--- config.mk ---
export PLATFORM = sky130hd
export DESIGN_NAME = rational_arithmetic_unit
export DESIGN_NICKNAME = d
export VERILOG_FILES = /design/src/hdl/rau_pkg.sv /design/src/hdl/rau_reduce.sv /design/src/hdl/rational_arithmetic_unit.sv
export VERILOG_INCLUDE_DIRS = /design/src /design/src/hdl
export SDC_FILE = /design/constraint.sdc
export NUM_CORES = 1
export LEC_CHECK = 0
export BUFFER_PORTS_ARGS = -buffer_cell sky130_fd_sc_hd__buf_2
export CAP_MARGIN = 20
export CORE_UTILIZATION = 60
export DETAILED_ROUTE_END_ITERATION = 8
export PLACE_DENSITY = 0.84
export SYNTH_ARGS = -nofsm -noshare
export SYNTH_HDL_FRONTEND = slang
export SYNTH_SLANG_ARGS = --single-unit
--- constraint.sdc ---
create_clock -name clk -period 26.9 [get_ports clk]
set_input_delay 5.38 -clock clk [delete_from_list [all_inputs] [get_ports clk]]
set_output_delay 5.38 -clock clk [all_outputs]
set_load 0.1 [all_outputs]
--- src/hdl/rational_arithmetic_unit_assert.svh ---
// Assertion macros for the rational arithmetic unit.
// Included by the modules that carry assertions; depends on nothing else.
`ifndef RATIONAL_ARITHMETIC_UNIT_ASSERT_SVH
`define RATIONAL_ARITHMETIC_UNIT_ASSERT_SVH
`ifndef ASSERT_OFF
// Same-cycle implication, disabled while in reset.
`define ASSERT_IMPL(label, clk, rst, ante, cons) \
  label: assert property (@(posedge clk) disable iff (rst) (ante) |-> (cons)) \
    else $error("rational arithmetic unit: assertion failed");
// Next-cycle implication, disabled while in reset.
`define ASSERT_NEXT(label, clk, rst, ante, cons) \
  label: assert property (@(posedge clk) disable iff (rst) (ante) |=> (cons)) \
    else $error("rational arithmetic unit: assertion failed");
`else
`define ASSERT_IMPL(label, clk, rst, ante, cons)
`define ASSERT_NEXT(label, clk, rst, ante, cons)
`endif
`endif

--- src/hdl/rau_pkg.sv ---
// Package for the rational arithmetic unit: widths, operation codes and word types.
// Used by rau_reduce, rational_arithmetic_unit and its testbench; depends on nothing.
package rau_pkg;

  localparam int OPERAND_WIDTH = 16;
  localparam int PROD_WIDTH    = 2 * OPERAND_WIDTH;
  localparam int NUM_WIDTH     = 33;
  localparam int DEN_WIDTH     = 32;
  localparam int FUNC_WIDTH    = 4;

  // Operation codes.
  localparam logic [FUNC_WIDTH-1:0] F_ADD    = 4'd0;
  localparam logic [FUNC_WIDTH-1:0] F_SUB    = 4'd1;
  localparam logic [FUNC_WIDTH-1:0] F_MUL    = 4'd2;
  localparam logic [FUNC_WIDTH-1:0] F_DIV    = 4'd3;
  localparam logic [FUNC_WIDTH-1:0] F_GT     = 4'd4;
  localparam logic [FUNC_WIDTH-1:0] F_LT     = 4'd5;
  localparam logic [FUNC_WIDTH-1:0] F_EQ     = 4'd6;
  localparam logic [FUNC_WIDTH-1:0] F_GE     = 4'd7;
  localparam logic [FUNC_WIDTH-1:0] F_LE     = 4'd8;
  localparam logic [FUNC_WIDTH-1:0] F_REDUCE = 4'd9;

  // Input word: operation code and two fractions.
  typedef struct packed {
    logic [FUNC_WIDTH-1:0]           func;
    logic signed [OPERAND_WIDTH-1:0] a_num;
    logic signed [OPERAND_WIDTH-1:0] a_den;
    logic signed [OPERAND_WIDTH-1:0] b_num;
    logic signed [OPERAND_WIDTH-1:0] b_den;
  } in_word_t;

  // Result word.
  typedef struct packed {
    logic signed [NUM_WIDTH-1:0] res_num;
    logic signed [DEN_WIDTH-1:0] res_den;
    logic                        cmp_true;
    logic                        bad_den;
  } out_word_t;

endpackage

--- src/hdl/rau_reduce.sv ---
// Fraction reduction for the rational arithmetic unit: binary gcd, then two
// restoring divisions, all on one shared subtractor. Depends on rau_pkg.
`include "rational_arithmetic_unit_assert.svh"

module rau_reduce (
  input  logic                               clk,
  input  logic                               rst,
  input  logic                               go,
  input  logic [rau_pkg::OPERAND_WIDTH-1:0]  num,
  input  logic [rau_pkg::OPERAND_WIDTH-1:0]  den,
  output logic                               done,
  output logic [rau_pkg::OPERAND_WIDTH-1:0]  q_num,
  output logic [rau_pkg::OPERAND_WIDTH-1:0]  q_den
);

  localparam int W  = rau_pkg::OPERAND_WIDTH;
  localparam int CW = $clog2(W);

  localparam logic [2:0] R_IDLE  = 3'd0;
  localparam logic [2:0] R_GCD   = 3'd1;
  localparam logic [2:0] R_SHIFT = 3'd2;
  localparam logic [2:0] R_DIVN  = 3'd3;
  localparam logic [2:0] R_DIVD  = 3'd4;

  logic [2:0]    state;
  logic [W-1:0]  x;
  logic [W-1:0]  y;
  logic [CW-1:0] k;
  logic [W-1:0]  g;
  logic [W-1:0]  rem;
  logic [W-1:0]  quo;
  logic [CW-1:0] cnt;

  logic [W:0]    t;
  logic [W:0]    sub_a;
  logic [W:0]    sub_b;
  logic [W:0]    sub_d;
  logic [W:0]    mag;
  logic          neg;
  logic [W-1:0]  half;
  logic [W-1:0]  rem_next;
  logic [W-1:0]  quo_next;
  logic          last;
  logic          gcd_end;

  // Shared subtractor: x - y during the gcd, partial remainder - g while dividing.
  always_comb begin
    t     = {rem, quo[W-1]};
    sub_a = (state == R_GCD) ? {1'b0, x} : t;
    sub_b = (state == R_GCD) ? {1'b0, y} : {1'b0, g};
    sub_d = sub_a - sub_b;
    neg   = sub_d[W];
    mag   = neg ? ((W+1)'(0) - sub_d) : sub_d;
    half  = mag[W:1];
  end

  // One restoring division step and the loop end tests.
  always_comb begin
    rem_next = neg ? t[W-1:0] : sub_d[W-1:0];
    quo_next = {quo[W-2:0], ~neg};
    last     = (cnt == CW'(W - 1));
    gcd_end  = (x == '0) || (y == '0);
  end

  // Sequencer.
  always_ff @(posedge clk) begin
    if (rst) begin
      state <= R_IDLE;
      done  <= 1'b0;
    end else begin
      done <= 1'b0;
      case (state)
        R_IDLE: begin
          if (go) state <= R_GCD;
        end
        R_GCD: begin
          if (gcd_end) state <= R_SHIFT;
        end
        R_SHIFT: begin
          state <= R_DIVN;
        end
        R_DIVN: begin
          if (last) state <= R_DIVD;
        end
        R_DIVD: begin
          if (last) begin
            state <= R_IDLE;
            done  <= 1'b1;
          end
        end
        default: begin
          state <= R_IDLE;
        end
      endcase
    end
  end

  // Datapath. The operands stay stable at the ports for the whole run.
  always_ff @(posedge clk) begin
    case (state)
      R_IDLE: begin
        if (go) begin
          x <= num;
          y <= den;
          k <= '0;
        end
      end
      R_GCD: begin
        // Stein's steps: strip common twos, strip lone twos, halve the odd difference.
        if (!gcd_end) begin
          if (!x[0] && !y[0]) begin
            x <= x >> 1;
            y <= y >> 1;
            k <= k + CW'(1);
          end else if (!x[0]) begin
            x <= x >> 1;
          end else if (!y[0]) begin
            y <= y >> 1;
          end else if (neg) begin
            y <= half;
          end else begin
            x <= half;
          end
        end
      end
      R_SHIFT: begin
        g   <= (x | y) << k;
        rem <= '0;
        quo <= num;
        cnt <= '0;
      end
      R_DIVN: begin
        rem <= rem_next;
        quo <= quo_next;
        cnt <= cnt + CW'(1);
        if (last) begin
          q_num <= quo_next;
          rem   <= '0;
          quo   <= den;
          cnt   <= '0;
        end
      end
      R_DIVD: begin
        rem <= rem_next;
        quo <= quo_next;
        cnt <= cnt + CW'(1);
        if (last) q_den <= quo_next;
      end
      default: begin
      end
    endcase
  end

  // The gcd ends with exactly one part at zero, since both inputs are positive.
  `ASSERT_IMPL(a_gcd_one_zero, clk, rst, state == R_SHIFT, (x == '0) != (y == '0))
  // A new run is started only while the unit is idle.
  `ASSERT_IMPL(a_go_when_idle, clk, rst, go, state == R_IDLE)
  // Completion follows the last step of the second division.
  `ASSERT_IMPL(a_done_after_div, clk, rst, done, $past(state) == R_DIVD)

endmodule

--- src/hdl/rational_arithmetic_unit.sv ---
// Top level of the rational arithmetic unit: operation sequencer and shared multiplier.
// Depends on rau_pkg and rau_reduce.
`include "rational_arithmetic_unit_assert.svh"

// Arithmetic and exact compares on two 16-bit fractions, one word at a time.
// A word is taken when start is high and busy is low; its result appears on
// result for exactly one cycle with done high, and must be taken then.
// Add, subtract, multiply, divide and the five compares run three products
// through one 16x16 multiplier in S_MUL0, S_MUL1 and S_MUL2, then done is
// registered from S_FIN; a new word can be taken at the edge that ends the done cycle.
// Unused codes and a reduce whose numerator or denominator is not positive go
// straight to S_FIN. A reduce with positive parts runs, in S_RED, a binary gcd
// and two 16-step restoring divisions on one shared subtractor, and done
// follows the end of the second division.
module rational_arithmetic_unit (
  input  logic                clk,
  input  logic                rst,
  input  logic                start,
  input  rau_pkg::in_word_t   operands,
  output logic                busy,
  output logic                done,
  output rau_pkg::out_word_t  result
);

  localparam int W  = rau_pkg::OPERAND_WIDTH;
  localparam int PW = rau_pkg::PROD_WIDTH;
  localparam int NW = rau_pkg::NUM_WIDTH;
  localparam int DW = rau_pkg::DEN_WIDTH;

  localparam logic [2:0] S_IDLE = 3'd0;
  localparam logic [2:0] S_MUL0 = 3'd1;
  localparam logic [2:0] S_MUL1 = 3'd2;
  localparam logic [2:0] S_MUL2 = 3'd3;
  localparam logic [2:0] S_FIN  = 3'd4;
  localparam logic [2:0] S_RED  = 3'd5;

  logic [2:0]          state;
  rau_pkg::in_word_t   opr;
  logic signed [PW-1:0] x_prod;
  logic signed [PW-1:0] y_prod;
  logic signed [PW-1:0] z_prod;
  logic                red_go;

  logic                accept;
  logic                fin;
  logic                a_pos;
  logic signed [W-1:0] ma;
  logic signed [W-1:0] mb;
  logic signed [PW-1:0] prod;
  logic                red_done;
  logic [W-1:0]        q_num;
  logic [W-1:0]        q_den;
  rau_pkg::out_word_t  res_next;

  logic [NW-1:0]       x_ext;
  logic [NW-1:0]       y_ext;
  logic [NW-1:0]       sum;
  logic                do_sub;
  logic                adz;
  logic                bdz;
  logic                bnz;
  logic                flip;
  logic                gt_raw;
  logic                lt_raw;
  logic                eq;
  logic                gt;
  logic                lt;

  assign busy   = (state != S_IDLE);
  assign accept = start && !busy;
  assign a_pos  = !operands.a_num[W-1] && (operands.a_num != '0) &&
                  !operands.a_den[W-1] && (operands.a_den != '0);
  assign fin    = (state == S_FIN) || ((state == S_RED) && red_done);

  // Shared multiplier operand select: X in MUL0, Y in MUL1, Z (denominator) in MUL2.
  always_comb begin
    ma = opr.a_num;
    mb = opr.b_den;
    case (state)
      S_MUL0: begin
        ma = opr.a_num;
        mb = (opr.func == rau_pkg::F_MUL) ? opr.b_num : opr.b_den;
      end
      S_MUL1: begin
        ma = opr.b_num;
        mb = opr.a_den;
      end
      S_MUL2: begin
        ma = opr.a_den;
        mb = (opr.func == rau_pkg::F_DIV) ? opr.b_num : opr.b_den;
      end
      default: begin
      end
    endcase
    prod = ma * mb;
  end

  // Sequencer.
  always_ff @(posedge clk) begin
    if (rst) begin
      state  <= S_IDLE;
      red_go <= 1'b0;
      done   <= 1'b0;
    end else begin
      red_go <= 1'b0;
      done   <= fin;
      case (state)
        S_IDLE: begin
          if (accept) begin
            if (operands.func <= rau_pkg::F_LE) begin
              state <= S_MUL0;
            end else if ((operands.func == rau_pkg::F_REDUCE) && a_pos) begin
              state  <= S_RED;
              red_go <= 1'b1;
            end else begin
              state <= S_FIN;
            end
          end
        end
        S_MUL0: state <= S_MUL1;
        S_MUL1: state <= S_MUL2;
        S_MUL2: state <= S_FIN;
        S_FIN:  state <= S_IDLE;
        S_RED: begin
          if (red_done) state <= S_IDLE;
        end
        default: state <= S_IDLE;
      endcase
    end
  end

  // Operand, product and result registers.
  always_ff @(posedge clk) begin
    if (accept) opr <= operands;
    if (state == S_MUL0) x_prod <= prod;
    if (state == S_MUL1) y_prod <= prod;
    if (state == S_MUL2) z_prod <= prod;
    if (fin) result <= res_next;
  end

  // Cross-product sum or difference; compares look at the sign and zero test of X - Y.
  always_comb begin
    x_ext  = {{(NW-PW){x_prod[PW-1]}}, x_prod};
    y_ext  = {{(NW-PW){y_prod[PW-1]}}, y_prod};
    do_sub = (opr.func != rau_pkg::F_ADD);
    sum    = x_ext + (y_ext ^ {NW{do_sub}}) + NW'(do_sub);
    adz    = (opr.a_den == '0);
    bdz    = (opr.b_den == '0);
    bnz    = (opr.b_num == '0);
    // Opposite denominator signs reverse the order of the cross products.
    flip   = opr.a_den[W-1] ^ opr.b_den[W-1];
    lt_raw = sum[NW-1];
    eq     = (sum == '0);
    gt_raw = !lt_raw && !eq;
    gt     = flip ? lt_raw : gt_raw;
    lt     = flip ? gt_raw : lt_raw;
  end

  // Result word for the finishing cycle.
  always_comb begin
    res_next = '0;
    case (opr.func)
      rau_pkg::F_ADD, rau_pkg::F_SUB: begin
        res_next.res_num = sum;
        res_next.res_den = DW'(z_prod);
        res_next.bad_den = adz || bdz;
      end
      rau_pkg::F_MUL: begin
        res_next.res_num = x_ext;
        res_next.res_den = DW'(z_prod);
        res_next.bad_den = adz || bdz;
      end
      rau_pkg::F_DIV: begin
        res_next.res_num = x_ext;
        res_next.res_den = DW'(z_prod);
        res_next.bad_den = adz || bdz || bnz;
      end
      rau_pkg::F_GT: begin
        res_next.bad_den  = adz || bdz;
        res_next.cmp_true = !(adz || bdz) && gt;
      end
      rau_pkg::F_LT: begin
        res_next.bad_den  = adz || bdz;
        res_next.cmp_true = !(adz || bdz) && lt;
      end
      rau_pkg::F_EQ: begin
        res_next.bad_den  = adz || bdz;
        res_next.cmp_true = !(adz || bdz) && eq;
      end
      rau_pkg::F_GE: begin
        res_next.bad_den  = adz || bdz;
        res_next.cmp_true = !(adz || bdz) && (gt || eq);
      end
      rau_pkg::F_LE: begin
        res_next.bad_den  = adz || bdz;
        res_next.cmp_true = !(adz || bdz) && (lt || eq);
      end
      rau_pkg::F_REDUCE: begin
        if (state == S_RED) begin
          res_next.res_num = NW'(q_num);
          res_next.res_den = DW'(q_den);
        end else begin
          // A part that is not positive: the fraction passes unchanged.
          res_next.res_num = {{(NW-W){opr.a_num[W-1]}}, opr.a_num};
          res_next.res_den = {{(DW-W){opr.a_den[W-1]}}, opr.a_den};
          res_next.bad_den = adz;
        end
      end
      default: begin
        res_next = '0;
      end
    endcase
  end

  // Reduction unit; opr holds its operands steady while it runs.
  rau_reduce u_reduce (
    .clk   (clk),
    .rst   (rst),
    .go    (red_go),
    .num   (opr.a_num),
    .den   (opr.a_den),
    .done  (red_done),
    .q_num (q_num),
    .q_den (q_den)
  );

  // The strobe comes with the block already free for the next word.
  `ASSERT_IMPL(a_done_not_busy, clk, rst, done, !busy)
  // An accepted word always makes the block busy in the next cycle.
  `ASSERT_NEXT(a_accept_busy, clk, rst, start && !busy, busy)
  // The reduction unit finishes only while the sequencer waits for it.
  `ASSERT_IMPL(a_red_done_state, clk, rst, red_done, state == S_RED)

endmodule

### Word-level counts from Yosys, hierarchy flattened

Index checks and enable logic that the tools add are counted.
Widths: inputs -> output; s select.

| cells by class | value |
|---|---|
| add/sub/neg operators | 6 |
| order comparisons | 1 |
| equal/unequal tests | 32 |
| reductions and logical operators | 56 |
| bitwise operators | 7 |
| mux-type cells | 51 |
| shift-type cells | 1 |
| $mul | 1 |

Operators with widths:

| operator | count |
|---|---|
| $mux 16 | 18 |
| $pmux 65 s3 | 1 |
| $pmux 16 s3 | 3 |
| $pmux 16 s2 | 3 |
| $logic_not 16->1 | 5 |
| $mux 65 | 1 |
| $mux 17 | 2 |
| $add 33x1->33 | 1 |
| $add 33x33->33 | 1 |
| $logic_not 33->1 | 1 |
| $xor 33x33->33 | 1 |
| $mul 16x16->32 | 1 |
| $reduce_bool 16->1 | 2 |
| $pmux 3 s5 | 2 |
| $mux 3 | 7 |
| $sub 1x17->17 const A | 1 |
| $sub 17x17->17 | 1 |
| $eq 4x3->1 const B | 4 |
| $eq 4x4->1 const B | 4 |
| $mux 4 | 4 |
| $or 16x16->16 | 1 |
| $shl 16x4->16 | 1 |
| $logic_and 1x1->1 | 13 |
| $eq 3x2->1 const B | 4 |
| other kinds (31) | 73 |

| storage, ports and cells | value |
|---|---|
| bits of input ports | 71 |
| output and inout port bits | 69 |
| logic and storage cells | 183 |
| register bits | 360 |

### Depth between registers and ports, before layout

| depth | value |
|---|---|
| word-level depth | 11 |
| gate-level depth with buffers | 33 |
| gate-level depth less buffers | 30 |

### Cells and area by module

Synthesis repeated with hierarchy kept, for this count alone.

| second synthesis, totals | value |
|---|---|
| cell total of the unflattened synthesis | 2,777 |
| area total of the unflattened synthesis | 28,479.8 um2 |

Modules (own cells, without submodules):

| module | sequential area each (um2) | area an instance (um2) | instances | cells an instance |
|---|---|---|---|---|
| rational_arithmetic_unit | 7,036.7 | 21,320.4 | 1 | 2,071 |
| rau_reduce | 3,683.5 | 7,159.4 | 1 | 706 |

### Least setup slack after synthesis

No wires, ideal clock.

| path | value |
|---|---|
| path type | reg-to-reg |
| start point | register state[1] |
| end point | register x_prod[30] (data pin) |
| cell stages (with the launch flop) | 32 |
| buffers on the path | 3 |
| period minus slack after synthesis | 9.186 ns |
| slack | 17.714 ns |
| required time | 26.633 ns |
| arrival | 8.919 ns |
| library setup time | 0.267 ns |
| cell sequence | dfxtp_1 clkbuf_1 nand2b_1 nor2_1 a21oi_1 nor3_1 clkbuf_1 a22oi_1 nand2_1 clkbuf_1 nand2_1 fa_1 inv_1 fa_1 inv_1 fa_1 inv_1 fa_1 fa_1 inv_1 fa_1 inv_1 ha_1 a21o_1 a21o_1 a2111oi_0 o31ai_1 o21ai_0 a311oi_1 a211o_1 a21oi_1 xnor2_1 |

| between the ends | value |
|---|---|
| longest elaborated chain between the ends | 3 |
| elaborated cells between the ends (all ways) | 6 |
| classes of those cells | mul: 1; eq/ne: 3; mux: 2 |

RTL lines:

| item | RTL line | text |
|---|---|---|
| from (decl) | rational_arithmetic_unit.sv:37 | `logic [2:0] state;` |
| from (signal assigned) | rational_arithmetic_unit.sv:101 | `state <= S_IDLE;` |
| from (signal assigned) | rational_arithmetic_unit.sv:111 | `state <= S_MUL0;` |
| from (signal assigned) | rational_arithmetic_unit.sv:113 | `state <= S_RED;` |
| $eq 3x2->1 / $eq 3x1->1 (equally long branches) | rational_arithmetic_unit.sv:79 | `case (state)` |
| $pmux 16 s3 / $pmux 16 s2 (equally long branches) | rational_arithmetic_unit.sv:79 |  |
| $mul 16x16->32 * | rational_arithmetic_unit.sv:95 | `prod = ma * mb;` |
| net prod[30] | rational_arithmetic_unit.sv:49 | `logic signed [PW-1:0] prod;` |
| to (signal assigned) | rational_arithmetic_unit.sv:135 | `if (state == S_MUL0) x_prod <= prod;` |
| to (decl) | rational_arithmetic_unit.sv:39 | `logic signed [PW-1:0] x_prod;` |

The timed path passes the listed nets; every way through them passes the cells marked *.
A chain may end at the register's enable or synchronous reset.

### Worst setup path after layout

| path | value |
|---|---|
| start point | register state[2] |
| end point | register x_prod[30] (data pin) |

The elaborated chain is that of the path after synthesis.

==> summary.md <==
| Metric | Value |
|---|---|
| Outcome | finished with violations |
| Failing checks | design-rule violations |
| Core Region | 0.04675 mm² |
| Part of the cycle the worst path needs | 32.80% |
| CTS clock-pin slew for the worst setup and hold paths | 60 ps |
| Fin. Hold Viols | 0 |
| Row Count | 79 |
| # clock sinks | 360 |
| Crit path max fanout | 49 |
| Worst slew margin | 22.02% |
| RSZ-0062 raised after global routing | false |
| Top-area cell type share of the netlist area | 36.90% |
| Hold Crit Class | register to register |
| Layout area overhead | 9.505% |
| Post-Route WL | 84840 µm |
| Global-route wire length before repair | 128700 µm |
| Postcts setup bufs | 0 |
| Port buffer count | 139 |
| Cells after synthesis | 2800 |
| # nets final | 3374 |
| Post-route ant nets | 0 |
| Seq/Total Area, Yosys | 37.53% |
| Synth top area cells | edfxtp_1 (37%), fa_1 (19%), ha_1 (5.8%) |
| Ys flop type | edfxtp_1 |
| Gr usage total | 35.72% |
| Min Clock Period, post-route | 8822 ps |
| Layout Skew | 26.49 ps |
| Slew Viols, Final | 0 |
| Fill count | 3507 |
| Number of top-level pins | 140 |
| Vias/cell | 6.303 |
| Share of cells above drive strength 1 | 9.837% |
| R2R cell count | 31 |
| CP peak stage delay | 580 ps |
| Vias in the first global route | 22100 |
| YS warnings | 0 |
| Synth Cell Area | 0.02856 mm² |
| Worst Path Arrival | 9120 ps |
| HP Start | u_reduce.quo[7] |
| Gpl congestion | 1.026 |
| Crit. End Element | register |
| Die area | 0.04848 mm² |
| CTS Root Cell | clkbuf_16 |
| Adder-cell share of the synthesized area | 24.28% |
| Starting Density | 61.09% |
| Hold path depth | 0 |
| Slack of the worst reg-to-reg path | 18080 ps |
| Cts hold-fix bufs | 0 |
| Kind of critical path | register to register |
| Chip height | 220.2 µm |
| Post-Syn Nets | 3267 |
| CTS buffer count | 39 |
| Setup TNS | 0 ps |
| Remaining DRCs | 16 |
| Mux cell area share after synthesis | 3.487% |
| Die extent in x | 220.2 µm |
| CP max stage cell | a2111oi_0 |
| Top post-synthesis cells by count | inv_1 (356), edfxtp_1 (351), nand2_1 (313) |
| Antenna violations before repair | 1 |
| Clock latency at the later pin of the worst-skew pair | 570 ps |
| Router iterations before antenna repair | 9 |
| Complex-gate fraction of the synthesized area | 11.38% |
| Top-count cell post-synth | inv_1 |
| Routed WL per cell | 23.92 µm |
| Syn avg cell area | 10.20 µm² |
| CTS tree | built |
| Worst r2r src | state[2] |
| Distinct cells, synth | 76 |
| Clock tree buffer depth | 3 |
| Post-Synth XOR/XNOR Area | 3.644% |
| Startpoint types | register |
| Async S/R FF share, synth | 0% |
| Worst hold endpoint | u_reduce.q_den[8] |
| Flops & latches, synth | 360 |
| Largest net degree at the start of global routing | 69 |
| Top cell by count, worst path | fa_1 |
| Setup violation total in the final timing report | 0 |
| Cell taking the most area after synthesis | edfxtp_1 |
| Simple-gate share of the synthesized area | 13.47% |
| Max Freq | 0.1134 GHz |
| DRT iter0 DRCs | 3128 |
| H-tree levels | 2 |
| Post-cts gate resize count | 0 |
| Largest family of logic cells by synthesized area | adder cells |
| Number of synthesized flops with an enable pin | 351 |
| Slew @ Worst Pin | 1162 ps |
| Post-DP HPWL | 65370 µm |
| DR vias | 22350 |
| Worst r2r dst | x_prod[30] |
| CP required | 27190 ps |
| Maximum capacitance violations | 0 |
| Overflow after GRT | 0 |
==> cell families (layout without fill, tap and decap cells) <==
group | after synthesis | after routing
XOR/XNOR | 118 | 118
AND/OR/NAND/NOR | 863 | 863
buffers and inverters | 472 | 610
multiplexers | 95 | 95
flip-flops | 360 | 360
AO/OA/AOI/OAI | 496 | 496
adder cells (fa/ha/maj) | 396 | 396
other | 0 | 1
==> metrics by stage <==
step | utilization [%] | cell area (µm²) | setup slack [ps] | hold slack [ps] | instances
after floorplan | - | 28560 | 17710 | 443.9 | 2800
after global placement | 63.95 | 29900 | 18520 | 454.3 | 3468
after detailed placement | 64.01 | 29930 | 18270 | 463.2 | 3471
after CTS | 66.83 | 31250 | 18200 | 479.1 | 3543
after global routing | 66.90 | 31280 | 17610 | 490.9 | 3545
final | 66.90 | 31280 | 18080 | 487.4 | 3546
==> layout make-up <==
cell class | instances | area (µm²) | area share (%)
antenna | 1 | 2.502 | 0.008000
clock buffer | 41 | 983.4 | 3.144
clock inverter | 31 | 337.8 | 1.080
inverter | 360 | 1351 | 4.320
multi-input combinational | 1968 | 16120 | 51.53
sequential | 360 | 10720 | 34.27
tap | 607 | 759.5 | 2.428
timing repair buffer | 178 | 1007 | 3.220
==> registers in the layout (all words and copies together) (netlist names), 32 cells and up <==
register	flops
opr	68
result	67
x_prod	32
y_prod	32
z_prod	32
==> worst max-delay path by stage <==
stage | start | endpoint | slack, ps
after CTS | state[2] | x_prod[30] | 18200
after global placement | state[2] | x_prod[30] | 18520
after floorplan | state[1] | x_prod[30] | 17710
after global routing | state[1] | x_prod[30] | 17610
final | state[2] | x_prod[30] | 18080
after detailed placement | state[2] | x_prod[30] | 18270
==> per-layer routing <==
layer	part of all wire, %	track usage, %	vias up
met5	0	0	-
met4	3.2	11.70	0
met3	13	9.759	205
met2	44	53.65	1488
met1	40	50.39	10860
li1	-	-	9798
==> layout by cell type, fill, tap and decap left out, types with 15 or more instances in the layout <==
cell | synthesis | layout
nand2_1 | 313 | 312
o22ai_1 | 19 | 19
and2_1 | 26 | 26
nor2b_1 | 24 | 23
mux2i_1 | 86 | 86
nand2b_1 | 27 | 27
o21a_1 | 27 | 27
o21ai_0 | 106 | 102
buf_4 | 0 | 36
a21o_1 | 53 | 53
a222oi_1 | 19 | 19
nor2_1 | 285 | 279
a21oi_1 | 119 | 118
nand4_1 | 18 | 18
inv_1 | 356 | 356
xnor2_1 | 54 | 54
a221oi_1 | 15 | 15
nor4_1 | 35 | 35
nor3_1 | 52 | 51
a211oi_1 | 17 | 17
a22oi_1 | 16 | 16
xor2_1 | 63 | 63
edfxtp_1 | 351 | 351
clkbuf_16 | 0 | 39
fa_1 | 264 | 264
nand3_1 | 28 | 28
ha_1 | 132 | 132
buf_2 | 1 | 139
a31oi_1 | 19 | 19
==> worst max-delay path, delay by kind of cell (launching register included) <==
family,cells,cell delay (ps)
xor+xnor,1,120
buf+inv,7,1100
simple gates,5,820
flops,1,480
fa+ha+maj,7,3360
compound gates,11,2680
Power is left out: the tool's default activity adds up to more than one toggle a clock period on the data nets, which glitch-free logic cannot reach.
